`config.mk`:
```
export PLATFORM = sky130hd
export DESIGN_NAME = rtc_fields_to_epoch_seconds
export DESIGN_NICKNAME = d
export VERILOG_FILES = /design/src/rtcep_pkg.sv /design/src/rtcep_calc.sv /design/src/rtc_fields_to_epoch_seconds.sv
export SDC_FILE = /design/constraint.sdc
export NUM_CORES = 1
export LEC_CHECK = 0
export BUFFER_PORTS_ARGS = -buffer_cell sky130_fd_sc_hd__buf_2
export CAP_MARGIN = 20
export CORE_MARGIN = 1
export CORE_UTILIZATION = 42
export CTS_CLUSTER_SIZE = 28
export DETAILED_ROUTE_END_ITERATION = 10
export PLACE_DENSITY = 0.68
export SYNTH_ARGS = -nofsm -noshare
export SYNTH_HDL_FRONTEND = slang
export SYNTH_HIERARCHICAL = 1
export SYNTH_SLANG_ARGS = --single-unit
export TNS_END_PERCENT = 30
```
`constraint.sdc`:
```
create_clock -name clk -period 8.74 [get_ports clk]
set_input_delay 1.748 -clock clk [delete_from_list [all_inputs] [get_ports clk]]
set_output_delay 1.748 -clock clk [all_outputs]
set_load 0.02 [all_outputs]
```
`src/rtcep_pkg.sv`:
```
// Shared types, constants and helpers for the RTC snapshot to epoch seconds converter.
package rtcep_pkg;

    localparam int unsigned DaysWidth = 17;
    localparam int unsigned SodWidth  = 20;
    localparam int unsigned EpochWidth = 32;
    localparam int unsigned CfgIndexWidth = 2;

    localparam logic [DaysWidth-1:0]  Days1970To2000 = 17'd10957;
    localparam logic [DaysWidth-1:0]  SecsPerDay     = 17'd86400;
    // Smallest day count: year 00, January, day 0.
    localparam logic [DaysWidth-1:0]  DaysMin        = 17'd10956;
    // Largest seconds-of-day: 255 s + 255 min + 255 h, all undecoded binary.
    localparam logic [SodWidth-1:0]   SodMax         = 20'd933555;

    typedef enum logic [CfgIndexWidth-1:0] {
        CFG_DATA_IS_BINARY = 2'd0,
        CFG_HOURS_ARE_24   = 2'd1
    } cfg_index_t;

    typedef struct packed {
        logic [7:0] seconds;
        logic [7:0] minutes;
        logic [7:0] hours;
        logic [7:0] day;
        logic [7:0] month;
        logic [7:0] year;
    } raw_fields_t;

    typedef struct packed {
        logic [DaysWidth-1:0] days;
        logic [SodWidth-1:0]  sod;
    } calc_t;

    // Packed BCD byte to binary; bad nibbles are decoded arithmetically.
    function automatic logic [7:0] bcd_to_bin(input logic [7:0] v);
        logic [7:0] tens;
        tens = {4'd0, v[7:4]};
        return (tens << 3) + (tens << 1) + {4'd0, v[3:0]};
    endfunction

    // Days in the year before the first of a month, month index 0 is January.
    function automatic logic [8:0] days_before_month(input logic [3:0] idx);
        logic [8:0] d;
        case (idx)
            4'd0:    d = 9'd0;
            4'd1:    d = 9'd31;
            4'd2:    d = 9'd59;
            4'd3:    d = 9'd90;
            4'd4:    d = 9'd120;
            4'd5:    d = 9'd151;
            4'd6:    d = 9'd181;
            4'd7:    d = 9'd212;
            4'd8:    d = 9'd243;
            4'd9:    d = 9'd273;
            4'd10:   d = 9'd304;
            4'd11:   d = 9'd334;
            default: d = 9'd0;
        endcase
        return d;
    endfunction

endpackage

```
`src/rtcep_calc.sv`:
```
// Field decode, day count and seconds-of-day for one captured snapshot.
module rtcep_calc
    import rtcep_pkg::*;
(
    input  raw_fields_t raw,
    input  logic        data_is_binary,
    input  logic        hours_are_24,
    output calc_t       calc
);

    logic [7:0] sec;
    logic [7:0] min;
    logic [7:0] hour;
    logic [7:0] hour12;
    logic [7:0] day;
    logic [7:0] month_dec;
    logic [3:0] month;
    logic [7:0] yy;
    logic [8:0] yy_plus3;
    logic [DaysWidth-1:0] year_days;
    logic       leap_adj;

    function automatic logic [7:0] dec(input logic [7:0] v, input logic bin);
        return bin ? v : bcd_to_bin(v);
    endfunction

    always_comb
    begin
        sec       = dec(raw.seconds, data_is_binary);
        min       = dec(raw.minutes, data_is_binary);
        day       = dec(raw.day, data_is_binary);
        month_dec = dec(raw.month, data_is_binary);
        yy        = dec(raw.year, data_is_binary);

        // 12-hour mode: strip PM, 12 counts as 0, then PM adds 12.
        hour12 = dec({1'b0, raw.hours[6:0]}, data_is_binary);
        if (hour12 == 8'd12)
        begin
            hour12 = 8'd0;
        end
        if (raw.hours[7])
        begin
            hour12 = hour12 + 8'd12;
        end
        hour = hours_are_24 ? dec(raw.hours, data_is_binary) : hour12;

        if (month_dec == 8'd0)
        begin
            month = 4'd1;
        end
        else if (month_dec > 8'd12)
        begin
            month = 4'd12;
        end
        else
        begin
            month = month_dec[3:0];
        end

        yy_plus3  = {1'b0, yy} + 9'd3;
        year_days = DaysWidth'({9'd0, yy} * 17'd365);
        leap_adj  = (yy[1:0] == 2'd0) && (month > 4'd2);

        calc.days = Days1970To2000 + year_days
                  + {10'd0, yy_plus3[8:2]}
                  + {8'd0, days_before_month(month - 4'd1)}
                  + {16'd0, leap_adj}
                  + {9'd0, day}
                  - 17'd1;

        calc.sod = {12'd0, sec}
                 + SodWidth'({12'd0, min} * 20'd60)
                 + SodWidth'({12'd0, hour} * 20'd3600);
    end

endmodule

```
`src/rtc_fields_to_epoch_seconds.sv`:
```
// Top level: RTC register snapshot to 32-bit Unix seconds, three register stages.
//
//  channel | signals                                  | handshake
//  --------+------------------------------------------+-------------------------------
//  command | start, busy, raw_seconds .. raw_year     | taken when start && !busy
//  result  | done, epoch_seconds                      | done high one cycle, no stall
//  config  | cfg_valid, cfg_ready, cfg_index, cfg_data| written when valid && ready
//
// One snapshot per cycle; busy never rises. Each snapshot passes through the
// input register, the decode/day-count register, then the days * 86400
// multiply into the result register. Reset clears the stage valids and loads
// the register defaults (BCD, 24-hour). The receiver cannot stall the pipeline.
module rtc_fields_to_epoch_seconds
    import rtcep_pkg::*;
(
    input  logic                     clk,
    input  logic                     rst_n,
    input  logic                     start,
    output logic                     busy,
    input  logic [7:0]               raw_seconds,
    input  logic [7:0]               raw_minutes,
    input  logic [7:0]               raw_hours,
    input  logic [7:0]               raw_day,
    input  logic [7:0]               raw_month,
    input  logic [7:0]               raw_year,
    output logic                     done,
    output logic [EpochWidth-1:0]    epoch_seconds,
    input  logic                     cfg_valid,
    output logic                     cfg_ready,
    input  logic [CfgIndexWidth-1:0] cfg_index,
    input  logic                     cfg_data
);

    logic        data_is_binary_reg;
    logic        hours_are_24_reg;
    logic        in_valid_reg;
    raw_fields_t raw_reg;
    raw_fields_t raw_next;
    logic        mid_valid_reg;
    calc_t       calc_reg;
    calc_t       calc_next;
    logic        done_reg;
    logic [EpochWidth-1:0] epoch_reg;
    logic [EpochWidth-1:0] epoch_next;
    logic [2*DaysWidth-1:0] day_secs;

    assign busy      = 1'b0;
    assign cfg_ready = 1'b1;

    assign raw_next = '{seconds: raw_seconds, minutes: raw_minutes, hours: raw_hours,
                        day: raw_day, month: raw_month, year: raw_year};

    rtcep_calc u_calc
    (
        .raw            (raw_reg),
        .data_is_binary (data_is_binary_reg),
        .hours_are_24   (hours_are_24_reg),
        .calc           (calc_next)
    );

    assign day_secs   = calc_reg.days * SecsPerDay;
    assign epoch_next = day_secs[EpochWidth-1:0] + {12'd0, calc_reg.sod};

    always_ff @(posedge clk or negedge rst_n)
    begin
        if (!rst_n)
        begin
            data_is_binary_reg <= 1'b0;
            hours_are_24_reg   <= 1'b1;
        end
        else if (cfg_valid && cfg_ready)
        begin
            case (cfg_index)
                CFG_DATA_IS_BINARY: data_is_binary_reg <= cfg_data;
                CFG_HOURS_ARE_24:   hours_are_24_reg   <= cfg_data;
                default:            ;
            endcase
        end
    end

    always_ff @(posedge clk or negedge rst_n)
    begin
        if (!rst_n)
        begin
            in_valid_reg  <= 1'b0;
            mid_valid_reg <= 1'b0;
            done_reg      <= 1'b0;
        end
        else
        begin
            in_valid_reg  <= start && !busy;
            mid_valid_reg <= in_valid_reg;
            done_reg      <= mid_valid_reg;
        end
    end

    always_ff @(posedge clk)
    begin
        if (start && !busy)
        begin
            raw_reg <= raw_next;
        end
        if (in_valid_reg)
        begin
            calc_reg <= calc_next;
        end
        if (mid_valid_reg)
        begin
            epoch_reg <= epoch_next;
        end
    end

    assign done          = done_reg;
    assign epoch_seconds = epoch_reg;

`ifndef SYNTH
    a_start_to_done: assert property (@(posedge clk) disable iff (!rst_n)
        (start && !busy) |=> ##2 done)
        else $error("accepted transaction did not produce a result");

    a_done_has_source: assert property (@(posedge clk) disable iff (!rst_n)
        done |-> $past(in_valid_reg, 2))
        else $error("result strobe without an accepted transaction");

    a_days_floor: assert property (@(posedge clk) disable iff (!rst_n)
        mid_valid_reg |-> (calc_reg.days >= DaysMin))
        else $error("day count below 2000-01-00");

    a_sod_bound: assert property (@(posedge clk) disable iff (!rst_n)
        mid_valid_reg |-> (calc_reg.sod <= SodMax))
        else $error("seconds-of-day out of range");
`endif

endmodule
```
==> results.md <==
- Total track usage: 16.5%
- Most common cell in the netlist: ha_1
- Min-delay worst type: flip-flop to flip-flop
- Final Hold Viols: 0
- Syn Area/Cell: 10.1 µm²
- First-pass GRT wire length: 48.9 mm
- Post-Syn Instances: 1,479
- H-Tree Depth: 4
- Yosys reg bits: 122
- CP Launch Point: raw_reg[11]$_DFFE_PP_
- Hold_ws: 0.420 ns
- Clk buf depth: 2
- Synthesized Nets: 1,928
- Reg-to-reg startpoint: raw_reg[11]$_DFFE_PP_
- GRT Residual Overflow: 0
- Die area: 36,400 µm²
- Site Rows: 68
- Placed Cells: 2,004
- Reg area: 3640 µm²
- Critical Path End Type: flip-flop
- Clock Pin Slew Worst Setup and Hold Paths: 0.06 ns
- Synth top area share: 23.6%
- Final Max Tran Viols: 0
- Worst setup path class: flip-flop to flip-flop
- CTS tree: yes
- Critical Path RT: 8.93 ns
- Sequential share of the synthesized area: 24.3%
- Total Neg Setup Slack: 0 ns
- Drt first pass iters: 5
- Multi-input logic area: 10,200 µm²
- Final setup skew: 0.0144 ns
- Skew-Pair Late Insertion Delay: 0.44 ns
- Tmin final: 8.04 ns
- Layout area overhead: 10.2%
- Drt initial violations: 550
- Largest net degree at the start of global routing: 50
- Nets@finish: 2,017
- Post-Layout Cell Count: 2,036
- Die height: 191 µm
- Routed via count: 10.3k
- Synth cell types: 82
- CP startpoint kind: flip-flop
- Outcome: finished clean
- ANT cells: 0
- Slew @ Worst Pin: 1.08 ns
- RSZ-0062 raised after global routing: false
- Largest register FFs: 48
- Max-cap viol count: 0
- DP Wirelength: 23.8 mm
- Synthesized area: 15,000 µm²
- Slew HR: 27.2%
- PortBufs: 87
- FFs w/ async S/R, synth: 4.10%
- Initial antenna violation count: 1
- Period utilisation layout: 92.0%
- # DRC: 0
- Hold wc startpoint: calc_reg[4]$_DFFE_PP_
- Cts hold-fix bufs: 0
- CP max stage cell: fa_1
- Max FO, Critical Path: 9
- YS warnings: 6
- CTS buffer count: 17
- Root Driver: clkbuf_16
- CP peak stage delay: 0.53 ns
- Vias in the first global route: 10.7k
- Fmax: 124 MHz
- Layout cells sized above 1: 10.4%
- Core Region: 34,800 µm²
- Initial Utilization: 43.0%
- Fill count: 3,204
- Post-synth EDFFs: 117
- Synth area leaders: ha_1 24%, edfxtp_1 23%, fa_1 15%
- Crit path DAT: 8.23 ns
- Vias per cell: 5.03
- Routed WL: 28.7 mm
- Routed len/inst: 14.1 µm
- Die Wd: 191 µm
- Commonest cells post-synth: 282 x ha_1, 271 x inv_1, 117 x edfxtp_1, 112 x fa_1
- Post-CTS setup buffer count: 0
- CTS Sinks: 122
- GP Congestion: 0.876
- IO Pins: 90
- Finish-stage setup viols: 0
- Synth Flop Type: edfxtp_1
- Cell taking the most area after synthesis: ha_1
- Post-CTS resize count: 0
- Final antenna-violating net count: 0
[cell usage in the layout (no fill, tap or decap), types with 4 or more instances in the layout]
cell | synthesis | routed
a211oi_1 | 9 | 9
a21o_1 | 35 | 35
a21oi_1 | 81 | 81
a221oi_1 | 4 | 4
and2_1 | 8 | 8
buf_2 | 8 | 87
buf_4 | 3 | 8
clkbuf_16 | 0 | 17
clkinv_4 | 0 | 5
edfxtp_1 | 117 | 117
fa_1 | 112 | 112
ha_1 | 282 | 282
inv_1 | 271 | 271
mux2_2 | 14 | 14
mux2i_1 | 12 | 12
nand2_1 | 57 | 57
nand2b_1 | 18 | 18
nand3_1 | 16 | 16
nand3b_1 | 5 | 5
nand4_1 | 8 | 8
nor2_1 | 62 | 62
nor2b_1 | 21 | 21
nor3_1 | 21 | 21
nor4_1 | 6 | 6
o2111ai_1 | 4 | 4
o211ai_1 | 8 | 8
o21a_1 | 16 | 16
o21ai_0 | 51 | 51
o21ai_1 | 5 | 5
o31a_1 | 5 | 5
or3_1 | 6 | 6
xnor2_1 | 81 | 81
xor2_1 | 35 | 35
[worst paths after layout]
path	cells after the start	slack [ns]	endpoint
min	0	0.42	epoch_seconds[4]$_DFFE_PP_
max in group asynchronous	1	7.41	hours_are_24_reg$_DFFE_PN1P_
max reg2reg	30	0.70	calc_reg[35]$_DFFE_PP_
min reg2reg	0	0.42	epoch_seconds[4]$_DFFE_PP_
min in group asynchronous	1	1.11	data_is_binary_reg$_DFFE_PN0P_
max	30	0.70	calc_reg[35]$_DFFE_PP_
[metal layers]
metal	share of wire (%)	GRT usage, %	wire length [µm]	up-vias
met5	0.045	0	13	-
met2	49	29.4	13900	146
met1	47	20.7	13600	4829
met4	0.94	3.45	270	2
li1	-	-	-	5249
met3	3.1	3.05	878	24
[metrics by stage]
| step | setup WS (ns) | utilization (%) | area (µm²) |
|---|---|---|---|
| after floorplan | 1.17 | - | 15000 |
| after CTS | 0.740 | 47.4 | 16500 |
| after global placement | 0.969 | 45.7 | 15900 |
| after detailed placement | 0.784 | 45.7 | 15900 |
| final | 0.696 | 47.4 | 16500 |
| after global routing | 0.213 | 47.4 | 16500 |
[critical path, delay by kind of cell, from the launching register on]
| family | cells | cell delay (ns) |
|---|---|---|
| fa+ha+maj | 10 | 4.08 |
| flops | 1 | 0.44 |
| buf+inv | 7 | 0.45 |
| compound gates | 9 | 2.03 |
| xor+xnor | 1 | 0.08 |
| simple gates | 3 | 0.69 |
[kinds of logic after synthesis]
group           Yosys count  share of synthesized area [%]
fa+ha+maj               394                           38.6
buf+inv                 297                           7.64
compound gates          272                           12.1
simple gates            248                           8.51
flops                   122                           24.3
xor+xnor                117                           6.90
mux                      27                           1.93
other cells               2                         0.0502
[area by class of cell]
cell class	instances	share of cell area, %
flip-flops and latches	122	22.1
clock buffers	17	2.58
well taps	455	3.45
multi-input cells	1060	61.8
inverters	272	6.19
clock inverters	15	0.926
repair buffers	95	3.01
Power is not shown: default switching activity piles up to over one toggle a cycle in this logic, so the estimate is an artifact.
